[config.mk]
export PLATFORM = sky130hd
export DESIGN_NAME = running_sample_variance_unit
export DESIGN_NICKNAME = d
export VERILOG_FILES = /design/src/rtl/core/rsv_pkg.sv /design/src/rtl/core/running_sample_variance_unit.sv /design/src/rtl/core/rsv_div.sv /design/src/rtl/core/rsv_dpath.sv /design/src/rtl/core/rsv_ctrl.sv
export SDC_FILE = /design/constraint.sdc
export NUM_CORES = 2
export LEC_CHECK = 0
export BUFFER_PORTS_ARGS = -buffer_cell sky130_fd_sc_hd__buf_2
export CAP_MARGIN = 20
export CORE_AREA = 2 2 281 256
export CTS_CLUSTER_DIAMETER = 150
export CTS_CLUSTER_SIZE = 25
export DETAILED_ROUTE_END_ITERATION = 6
export DIE_AREA = 0 0 283 258
export PLACE_DENSITY = 0.78
export RECOVER_POWER = 100
export SYNTH_ARGS = -nofsm -noshare
export SYNTH_HDL_FRONTEND = slang
export SYNTH_SLANG_ARGS = --single-unit
[constraint.sdc]
create_clock -name clock -period 8.6 [get_ports clock]
set_input_delay 0.86 -clock clock [delete_from_list [all_inputs] [get_ports clock]]
set_output_delay 0.86 -clock clock [all_outputs]
set_load 0.02 [all_outputs]
[src/rtl/core/rsv_pkg.sv]
// Shared types, widths and command codes for the running sample variance unit.
package rsv_pkg;

   // Field and state widths.
   localparam int SAMPLE_BITS    = 16;
   localparam int COUNT_BITS     = 16;
   localparam int SUM_BITS       = SAMPLE_BITS + COUNT_BITS;
   localparam int SQ_RAW_BITS    = 2 * SAMPLE_BITS - 2 + COUNT_BITS;
   localparam int DIV_BITS       = 64;
   localparam int SQ_BITS        = (SQ_RAW_BITS > DIV_BITS) ? DIV_BITS : SQ_RAW_BITS;
   localparam int HALF_BITS      = (SUM_BITS + 1) / 2;
   localparam int MUL_BITS       = (SAMPLE_BITS > HALF_BITS) ? SAMPLE_BITS : HALF_BITS;
   localparam int PROD_BITS      = 2 * MUL_BITS;
   localparam int VAR_BITS       = 32;
   localparam int OUT_COUNT_BITS = 16;
   localparam int DIV_STEPS      = 2;

   // Multiplier operand selection.
   localparam logic [1:0] MUL_SS = 2'd0;
   localparam logic [1:0] MUL_LL = 2'd1;
   localparam logic [1:0] MUL_LH = 2'd2;
   localparam logic [1:0] MUL_HH = 2'd3;

   // Square-of-sum accumulator operations.
   localparam logic [1:0] ACC_HOLD = 2'd0;
   localparam logic [1:0] ACC_LOAD = 2'd1;
   localparam logic [1:0] ACC_MID  = 2'd2;
   localparam logic [1:0] ACC_HIGH = 2'd3;

   // Divider operand sources.
   localparam logic DIV_SRC_SQUARE = 1'b0;
   localparam logic DIV_SRC_NUMER  = 1'b1;

   typedef struct packed {
      logic                           func;
      logic signed [SAMPLE_BITS-1:0]  sample;
   } req_type;

   typedef struct packed {
      logic [VAR_BITS-1:0]       variance_value;
      logic [OUT_COUNT_BITS-1:0] sample_count;
      logic                      dropped;
   } rsp_type;

   typedef struct packed {
      logic       load;
      logic       clear;
      logic       accum;
      logic [1:0] mul_sel;
      logic [1:0] acc_op;
      logic       div_start;
      logic       div_src;
      logic       out_load;
   } rsv_cmd_type;

   typedef struct packed {
      logic func;
      logic full;
      logic n_le1;
      logic div_busy;
      logic out_free;
   } rsv_status_type;

endpackage

[src/rtl/core/running_sample_variance_unit.sv]
// Top level of the running sample variance unit.
// Each transaction either clears the statistics or adds one signed 16-bit sample, and each
// one returns the truncated unbiased variance (sumsq - sum*sum/n)/(n-1), saturated to 32
// bits and zero while the count is below two, with the sample count and a dropped flag for
// a sample that arrives once the count is full. One transaction is worked at a time. An add
// with two or more samples held, dropped or not, goes through setup and squaring on one
// shared half-width multiplier, then two 64-bit divisions on one iterative divider that
// retires two quotient bits per cycle, then loads the result register once the output is
// free. A clear, and an add that leaves a single sample, skip the squaring and the
// divisions. The next transaction is accepted in the cycle after the result is loaded,
// even while that result still waits to be taken.
module running_sample_variance_unit (
   input  logic             clock,
   input  logic             reset,
   input  logic             req_valid,
   output logic             req_stall,
   input  rsv_pkg::req_type req_data,
   output logic             rsp_valid,
   input  logic             rsp_stall,
   output rsv_pkg::rsp_type rsp_data
);

   rsv_pkg::rsv_cmd_type    cmd;
   rsv_pkg::rsv_status_type status;

   rsv_ctrl u_ctrl (
      .clock     (clock),
      .reset     (reset),
      .req_valid (req_valid),
      .req_stall (req_stall),
      .cmd       (cmd),
      .status    (status)
   );

   rsv_dpath u_dpath (
      .clock     (clock),
      .reset     (reset),
      .cmd       (cmd),
      .status    (status),
      .req_data  (req_data),
      .rsp_valid (rsp_valid),
      .rsp_stall (rsp_stall),
      .rsp_data  (rsp_data)
   );

endmodule

[src/rtl/core/rsv_div.sv]
// Iterative restoring divider, two quotient bits per cycle.
module rsv_div (
   input  logic                            clock,
   input  logic                            reset,
   input  logic                            start,
   input  logic [rsv_pkg::DIV_BITS-1:0]    numerator,
   input  logic [rsv_pkg::COUNT_BITS-1:0]  divisor,
   output logic                            busy,
   output logic [rsv_pkg::DIV_BITS-1:0]    quotient
);

   localparam int DW        = rsv_pkg::DIV_BITS;
   localparam int CB        = rsv_pkg::COUNT_BITS;
   localparam int ITER      = DW / rsv_pkg::DIV_STEPS;
   localparam int CNT_BITS  = $clog2(ITER + 1);

   logic [CNT_BITS-1:0] cnt_ff, cnt_in;
   logic [DW-1:0]       quo_ff, quo_in;
   logic [CB-1:0]       rem_ff, rem_in;
   logic [CB-1:0]       dvs_ff, dvs_in;
   logic [DW-1:0]       quo_step;
   logic [CB-1:0]       rem_step;
   logic [CB:0]         trial;

   // The quotient register starts with the numerator and shifts quotient
   // bits in at the bottom as numerator bits leave at the top.
   always_comb begin
      rem_step = rem_ff;
      quo_step = quo_ff;
      trial    = '0;
      for (int i = 0; i < rsv_pkg::DIV_STEPS; i++) begin
         trial    = {rem_step, quo_step[DW-1]};
         quo_step = {quo_step[DW-2:0], 1'b0};
         if (trial >= {1'b0, dvs_ff}) begin
            rem_step    = CB'(trial - {1'b0, dvs_ff});
            quo_step[0] = 1'b1;
         end else begin
            rem_step = CB'(trial);
         end
      end
   end

   always_comb begin
      cnt_in = cnt_ff;
      quo_in = quo_ff;
      rem_in = rem_ff;
      dvs_in = dvs_ff;
      if (start) begin
         cnt_in = CNT_BITS'(ITER);
         quo_in = numerator;
         rem_in = '0;
         dvs_in = divisor;
      end else if (cnt_ff != '0) begin
         cnt_in = cnt_ff - CNT_BITS'(1);
         quo_in = quo_step;
         rem_in = rem_step;
      end
   end

   always_ff @(posedge clock) begin
      if (reset) begin
         cnt_ff <= '0;
      end else begin
         cnt_ff <= cnt_in;
      end
   end

   always_ff @(posedge clock) begin
      quo_ff <= quo_in;
      rem_ff <= rem_in;
      dvs_ff <= dvs_in;
   end

   assign busy     = (cnt_ff != '0);
   assign quotient = quo_ff;

endmodule

[src/rtl/core/rsv_dpath.sv]
// Datapath: statistics registers, shared multiplier, divider and result register.
module rsv_dpath (
   input  logic                    clock,
   input  logic                    reset,
   input  rsv_pkg::rsv_cmd_type    cmd,
   output rsv_pkg::rsv_status_type status,
   input  rsv_pkg::req_type        req_data,
   output logic                    rsp_valid,
   input  logic                    rsp_stall,
   output rsv_pkg::rsp_type        rsp_data
);

   localparam int SB   = rsv_pkg::SAMPLE_BITS;
   localparam int CB   = rsv_pkg::COUNT_BITS;
   localparam int SUMW = rsv_pkg::SUM_BITS;
   localparam int SQW  = rsv_pkg::SQ_BITS;
   localparam int HB   = rsv_pkg::HALF_BITS;
   localparam int MW   = rsv_pkg::MUL_BITS;
   localparam int PW   = rsv_pkg::PROD_BITS;
   localparam int DW   = rsv_pkg::DIV_BITS;
   localparam int VW   = rsv_pkg::VAR_BITS;

   logic                 func_ff, func_in;
   logic                 drop_ff, drop_in;
   logic [SB-1:0]        sample_ff, sample_in;
   logic [SUMW-1:0]      sum_ff, sum_in;
   logic [SQW-1:0]       sq_ff, sq_in;
   logic [CB-1:0]        count_ff, count_in;
   logic [PW-1:0]        prod_ff, prod_in;
   logic [DW-1:0]        acc_ff, acc_in;
   logic                 rsp_valid_ff, rsp_valid_in;
   rsv_pkg::rsp_type     rsp_data_ff, rsp_data_in;

   logic [SB-1:0]        smag;
   logic [SUMW-1:0]      sext;
   logic [SUMW-1:0]      mag;
   logic [MW-1:0]        mag_lo, mag_hi, smag_w;
   logic [MW-1:0]        op_a, op_b;
   logic [DW-1:0]        prod_ext;
   logic [DW-1:0]        div_num;
   logic [CB-1:0]        div_dvs;
   logic                 div_busy;
   logic [DW-1:0]        quotient;
   logic [VW-1:0]        var_sat;
   logic                 full, n_le1, out_free;

   assign full     = &count_ff;
   assign n_le1    = (count_ff[CB-1:1] == '0);
   assign out_free = !rsp_valid_ff || !rsp_stall;

   assign smag   = sample_ff[SB-1] ? (~sample_ff + SB'(1)) : sample_ff;
   assign sext   = {{CB{sample_ff[SB-1]}}, sample_ff};
   assign mag    = sum_ff[SUMW-1] ? (~sum_ff + SUMW'(1)) : sum_ff;
   assign mag_lo = MW'(mag[HB-1:0]);
   assign mag_hi = MW'(mag >> HB);
   assign smag_w = MW'(smag);

   always_comb begin
      case (cmd.mul_sel)
         rsv_pkg::MUL_SS: begin
            op_a = smag_w;
            op_b = smag_w;
         end
         rsv_pkg::MUL_LL: begin
            op_a = mag_lo;
            op_b = mag_lo;
         end
         rsv_pkg::MUL_LH: begin
            op_a = mag_lo;
            op_b = mag_hi;
         end
         rsv_pkg::MUL_HH: begin
            op_a = mag_hi;
            op_b = mag_hi;
         end
         default: begin
            op_a = smag_w;
            op_b = smag_w;
         end
      endcase
      prod_in = PW'(op_a) * PW'(op_b);
   end

   // The square of the sum is built from three half-width products:
   // low*low, twice low*high and high*high, each at its own weight.
   assign prod_ext = DW'(prod_ff);

   always_comb begin
      case (cmd.acc_op)
         rsv_pkg::ACC_HOLD: acc_in = acc_ff;
         rsv_pkg::ACC_LOAD: acc_in = prod_ext;
         rsv_pkg::ACC_MID:  acc_in = acc_ff + (prod_ext << (HB + 1));
         rsv_pkg::ACC_HIGH: acc_in = acc_ff + (prod_ext << (2 * HB));
         default:           acc_in = acc_ff;
      endcase
   end

   always_comb begin
      func_in   = func_ff;
      sample_in = sample_ff;
      drop_in   = drop_ff;
      sum_in    = sum_ff;
      sq_in     = sq_ff;
      count_in  = count_ff;
      if (cmd.load) begin
         func_in   = req_data.func;
         sample_in = req_data.sample;
         drop_in   = !req_data.func && full;
      end
      if (cmd.clear) begin
         sum_in   = '0;
         sq_in    = '0;
         count_in = '0;
      end else if (cmd.accum) begin
         sum_in   = sum_ff + sext;
         sq_in    = sq_ff + SQW'(prod_ff);
         count_in = count_ff + CB'(1);
      end
   end

   always_comb begin
      if (cmd.div_src == rsv_pkg::DIV_SRC_NUMER) begin
         div_num = DW'(sq_ff) - quotient;
         div_dvs = count_ff - CB'(1);
      end else begin
         div_num = acc_ff;
         div_dvs = count_ff;
      end
   end

   rsv_div u_div (
      .clock     (clock),
      .reset     (reset),
      .start     (cmd.div_start),
      .numerator (div_num),
      .divisor   (div_dvs),
      .busy      (div_busy),
      .quotient  (quotient)
   );

   assign var_sat = (quotient[DW-1:VW] != '0) ? '1 : quotient[VW-1:0];

   always_comb begin
      rsp_data_in  = rsp_data_ff;
      rsp_valid_in = rsp_valid_ff && rsp_stall;
      if (cmd.out_load) begin
         rsp_valid_in               = 1'b1;
         rsp_data_in.variance_value = n_le1 ? '0 : var_sat;
         rsp_data_in.sample_count   = rsv_pkg::OUT_COUNT_BITS'(count_ff);
         rsp_data_in.dropped        = drop_ff;
      end
   end

   always_ff @(posedge clock) begin
      if (reset) begin
         sum_ff       <= '0;
         sq_ff        <= '0;
         count_ff     <= '0;
         rsp_valid_ff <= 1'b0;
      end else begin
         sum_ff       <= sum_in;
         sq_ff        <= sq_in;
         count_ff     <= count_in;
         rsp_valid_ff <= rsp_valid_in;
      end
   end

   always_ff @(posedge clock) begin
      func_ff     <= func_in;
      sample_ff   <= sample_in;
      drop_ff     <= drop_in;
      prod_ff     <= prod_in;
      acc_ff      <= acc_in;
      rsp_data_ff <= rsp_data_in;
   end

   assign status.func     = func_ff;
   assign status.full     = full;
   assign status.n_le1    = n_le1;
   assign status.div_busy = div_busy;
   assign status.out_free = out_free;

   assign rsp_valid = rsp_valid_ff;
   assign rsp_data  = rsp_data_ff;

endmodule

[src/rtl/core/rsv_ctrl.sv]
// Controller state machine that sequences one transaction through the datapath.
module rsv_ctrl (
   input  logic                    clock,
   input  logic                    reset,
   input  logic                    req_valid,
   output logic                    req_stall,
   output rsv_pkg::rsv_cmd_type    cmd,
   input  rsv_pkg::rsv_status_type status
);

   localparam logic [3:0] S_IDLE   = 4'd0;
   localparam logic [3:0] S_DECIDE = 4'd1;
   localparam logic [3:0] S_ACC    = 4'd2;
   localparam logic [3:0] S_CHECK  = 4'd3;
   localparam logic [3:0] S_M1     = 4'd4;
   localparam logic [3:0] S_M2     = 4'd5;
   localparam logic [3:0] S_M3     = 4'd6;
   localparam logic [3:0] S_D1S    = 4'd7;
   localparam logic [3:0] S_D1W    = 4'd8;
   localparam logic [3:0] S_D2S    = 4'd9;
   localparam logic [3:0] S_D2W    = 4'd10;
   localparam logic [3:0] S_FIN    = 4'd11;

   logic [3:0] state_ff, state_in;

   always_comb begin
      state_in    = state_ff;
      cmd         = '0;
      cmd.mul_sel = rsv_pkg::MUL_SS;
      cmd.acc_op  = rsv_pkg::ACC_HOLD;
      cmd.div_src = rsv_pkg::DIV_SRC_SQUARE;
      case (state_ff)
         S_IDLE: begin
            if (req_valid) begin
               cmd.load = 1'b1;
               state_in = S_DECIDE;
            end
         end
         S_DECIDE: begin
            // A clear or a dropped sample leaves nothing to accumulate.
            if (status.func) begin
               cmd.clear = 1'b1;
               state_in  = S_CHECK;
            end else if (status.full) begin
               state_in = S_CHECK;
            end else begin
               state_in = S_ACC;
            end
         end
         S_ACC: begin
            cmd.accum = 1'b1;
            state_in  = S_CHECK;
         end
         S_CHECK: begin
            if (status.n_le1) begin
               state_in = S_FIN;
            end else begin
               cmd.mul_sel = rsv_pkg::MUL_LL;
               state_in    = S_M1;
            end
         end
         S_M1: begin
            cmd.mul_sel = rsv_pkg::MUL_LH;
            cmd.acc_op  = rsv_pkg::ACC_LOAD;
            state_in    = S_M2;
         end
         S_M2: begin
            cmd.mul_sel = rsv_pkg::MUL_HH;
            cmd.acc_op  = rsv_pkg::ACC_MID;
            state_in    = S_M3;
         end
         S_M3: begin
            cmd.acc_op = rsv_pkg::ACC_HIGH;
            state_in   = S_D1S;
         end
         S_D1S: begin
            cmd.div_start = 1'b1;
            cmd.div_src   = rsv_pkg::DIV_SRC_SQUARE;
            state_in      = S_D1W;
         end
         S_D1W: begin
            if (!status.div_busy) begin
               state_in = S_D2S;
            end
         end
         S_D2S: begin
            cmd.div_start = 1'b1;
            cmd.div_src   = rsv_pkg::DIV_SRC_NUMER;
            state_in      = S_D2W;
         end
         S_D2W: begin
            if (!status.div_busy) begin
               state_in = S_FIN;
            end
         end
         S_FIN: begin
            if (status.out_free) begin
               cmd.out_load = 1'b1;
               state_in     = S_IDLE;
            end
         end
         default: begin
            state_in = S_IDLE;
         end
      endcase
   end

   always_ff @(posedge clock) begin
      if (reset) begin
         state_ff <= S_IDLE;
      end else begin
         state_ff <= state_in;
      end
   end

   assign req_stall = (state_ff != S_IDLE);

endmodule

==> impl_metrics.tcl <==
set metrics [dict create \
    status "finished with violations" \
    failed_checks "capacitance limit, slew limit, setup timing" \
    fp.dieH_um 258 \
    synthTopCellsByCount "nand2_1, inv_1, nor2_1, ha_1, a21oi_1" \
    slew_violations 164 \
    synth_top_family_by_area "adder cells" \
    yosys.cell_count.top_type "nand2_1" \
    synthSimpleGateAreaFrac 0.1714 \
    dieArea_um2 73010 \
    antenna_cells 0 \
    slew_headroom -0.6761 \
    max_stage_delay_ns 0.55 \
    worstPathMaxFanout 8 \
    clkTransAtPathRegs_ns 0.10 \
    antenna_found_initial 0 \
    tritoncts "built" \
    synthAdderAreaFrac 0.2312 \
    drt_iter0_markers 3023 \
    nets 4754 \
    hold_violations 0 \
    cp.required_ns 9.08 \
    start_util 0.4940 \
    rsz0062_at_grt "true" \
    max_cap_viol_count 4 \
    place_hpwl_mm 75.69 \
    critPathTopFamily "adder cells" \
    synth_seq_area_share 0.2703 \
    muxShareOfSynthArea 0.008239 \
    root_buffer "clkbuf_16" \
    synth_top_area_frac 0.1822 \
    setup_viol 2 \
    synth_edf_count 211 \
    via_per_inst 5.837 \
    syn_area_um2 34780 \
    crit_top_cell "fa_1" \
    clock_skew_ns 0.01872 \
    instances_no_fill 5173 \
    ys_warn_count 0 \
    synth-compound-area-share 0.1824 \
    grt_overflow_total 0 \
    setup_tns_ns -0.07210 \
    wl_mm 96.58 \
    dpl-instance-area_um2 37600 \
    yosys-top-cells-area "edfxtp_1, fa_1, ha_1, dfxtp_1, nand2_1" \
    crit_buf_inv 6 \
    die_w_um 283 \
    pre_cts_ws_ns -0.4402 \
    hold_class "flip-flop to flip-flop" \
    syn_to_final_growth_pct 11.93 \
    final_area_um2 38920 \
    end_kind "flip-flop" \
    drt-pass1-iter-count 6 \
    wl_per_cell_um 18.67 \
    max_freq_mhz 115.5 \
    synth-main-ff-cell "edfxtp_1" \
    ant_nets 0 \
    tightest_slew_ns 2.514 \
    dr_total_vias 30200 \
    grt_pass1_wl_mm 152.9 \
    grt_max_degree 75 \
    timing.final.crit_share 1.006 \
    ioPinCount 72 \
    worstSetupPathType "flip-flop to flip-flop" \
    core_area_um2 70400 \
    grt_pass1_vias 28370 \
    synthArstFlopShare 0 \
    clk_path_buf_depth 3 \
    synth_area_leader_cell "edfxtp_1" \
    numCtsBuffers 18 \
    synth_cells 4025 \
    drc_errors 0 \
    gp_congestion 0.9545 \
    synth_nets 4568 \
    io_buffers 71 \
    fin_crit_ns 8.655 \
    placedCellCount 5107 \
    synth_xor_xnor_area_share 0.07858 \
    synth_seq_cells 364 \
    htreeDepth 1 \
    clock_sink_count 364 \
    worst_slack_ns -0.05481 \
    worstPathArrival_ns 9.14 \
    drive_above_1_share 0.1160 \
    synth.distinct_cells 88 \
    grt_usage 0.2563 \
    cp-start-kind "flip-flop" \
    clkLatencyLatePin_ns 0.57 \
    avgSynthCellArea_um2 8.640 \
    slowest_stage "fa_1" \
    num_rows 93 \
]
[per-layer routing]
| metal | wire [µm] | track usage | up-vias |
|---|---|---|---|
| met5 | 0 | 0 | - |
| li1 | - | - | 14420 |
| met3 | 7565 | 0.03074 | 121 |
| met4 | 1807 | 0.05053 | 0 |
| met1 | 44200 | 0.3801 | 14550 |
| met2 | 43000 | 0.4029 | 1111 |
[metrics by stage]
step,util,hold slack (ns)
floorplan,-,0.4003
global placement,0.5340,0.4024
detailed placement,0.5341,0.4257
CTS,0.5490,0.4488
global route,0.5529,0.4488
finish,0.5529,0.4507
[final timing paths]
| path | cells after the start | startpoint | to | slack, ns |
|---|---|---|---|---|
| setup / recovery | 34 | u_dpath.count_ff[6] | u_dpath.prod_ff[30] | -0.05 |
| hold / removal | 0 | u_dpath.drop_ff | u_dpath.rsp_data[0] | 0.45 |
| setup reg to reg | 34 | u_dpath.count_ff[6] | u_dpath.prod_ff[30] | -0.05 |
| hold reg to reg | 0 | u_dpath.drop_ff | u_dpath.rsp_data[0] | 0.45 |
[sequential cells by signal, summed over array words and instances (netlist names)]
| signal | cells |
|---|---|
| u_dpath.u_div.rem_ff | 16 |
| u_dpath.acc_ff | 64 |
| u_dpath.rsp_valid | 1 |
| u_dpath.rsp_data | 49 |
| u_dpath.sq_ff | 46 |
| u_ctrl.state_ff | 4 |
| u_dpath.u_div.quotient | 64 |
| u_dpath.u_div.cnt_ff | 6 |
| u_dpath.count_ff | 16 |
| u_dpath.func_ff | 1 |
| u_dpath.prod_ff | 32 |
| u_dpath.sample_ff | 16 |
| u_dpath.drop_ff | 1 |
| u_dpath.u_div.dvs_ff | 16 |
| u_dpath.sum_ff | 32 |
[logic make-up (layout without fill, tap and decap cells)]
family / count (synthesis) / in the layout
buffers and inverters: 530 / 728
flip-flops: 364 / 364
XOR/XNOR: 312 / 312
multiplexers: 27 / 27
AND/OR/NAND/NOR: 1290 / 1290
AO/OA/AOI/OAI: 980 / 980
adder cells (fa/ha/maj): 522 / 522
[layout make-up]
class	instances	area, µm²
fill	6298	31470
multi-input combinational	3131	24070
sequential	364	9400
timing repair buffer	329	2323
inverter	367	1384
tap	950	1189
clock buffer	30	516.7
clock inverter	2	38.79
[what timing repair did]
action	4_1_cts	5_1_grt
pin swaps	64	98
setup buffers	17	17
hold endpoints to repair	0	0
hold buffers	0	0
cloned	1	0
endpoints found under the setup margin	11	12
resized for setup	77	78
[layout by cell type (no fill, tap or decap), types with 20 or more instances in the layout]
cell type,synthesis,final
and3_1,44,42
a21o_1,108,108
fa_1,201,191
nand2_1,508,486
clkbuf_1,141,75
nor2b_1,30,30
o22ai_1,28,28
nand3_1,66,64
edfxtp_1,211,211
buf_2,11,20
or3_1,33,32
o21ai_0,189,182
or2_2,21,21
nand2b_1,25,24
ha_1,321,303
a22oi_1,20,20
o21bai_1,36,36
xnor2_1,157,156
a211oi_1,37,36
buf_4,1,225
and2_1,48,30
nand4_1,42,42
a31oi_1,47,45
a221o_1,24,24
a21oi_1,270,255
nor3_1,68,66
nor2_1,333,323
o21a_1,62,62
dfxtp_1,153,152
xor2_1,155,155
inv_1,366,346
Power is not shown: default switching activity piles up to over one toggle a cycle in this logic, so the estimate is an artifact.
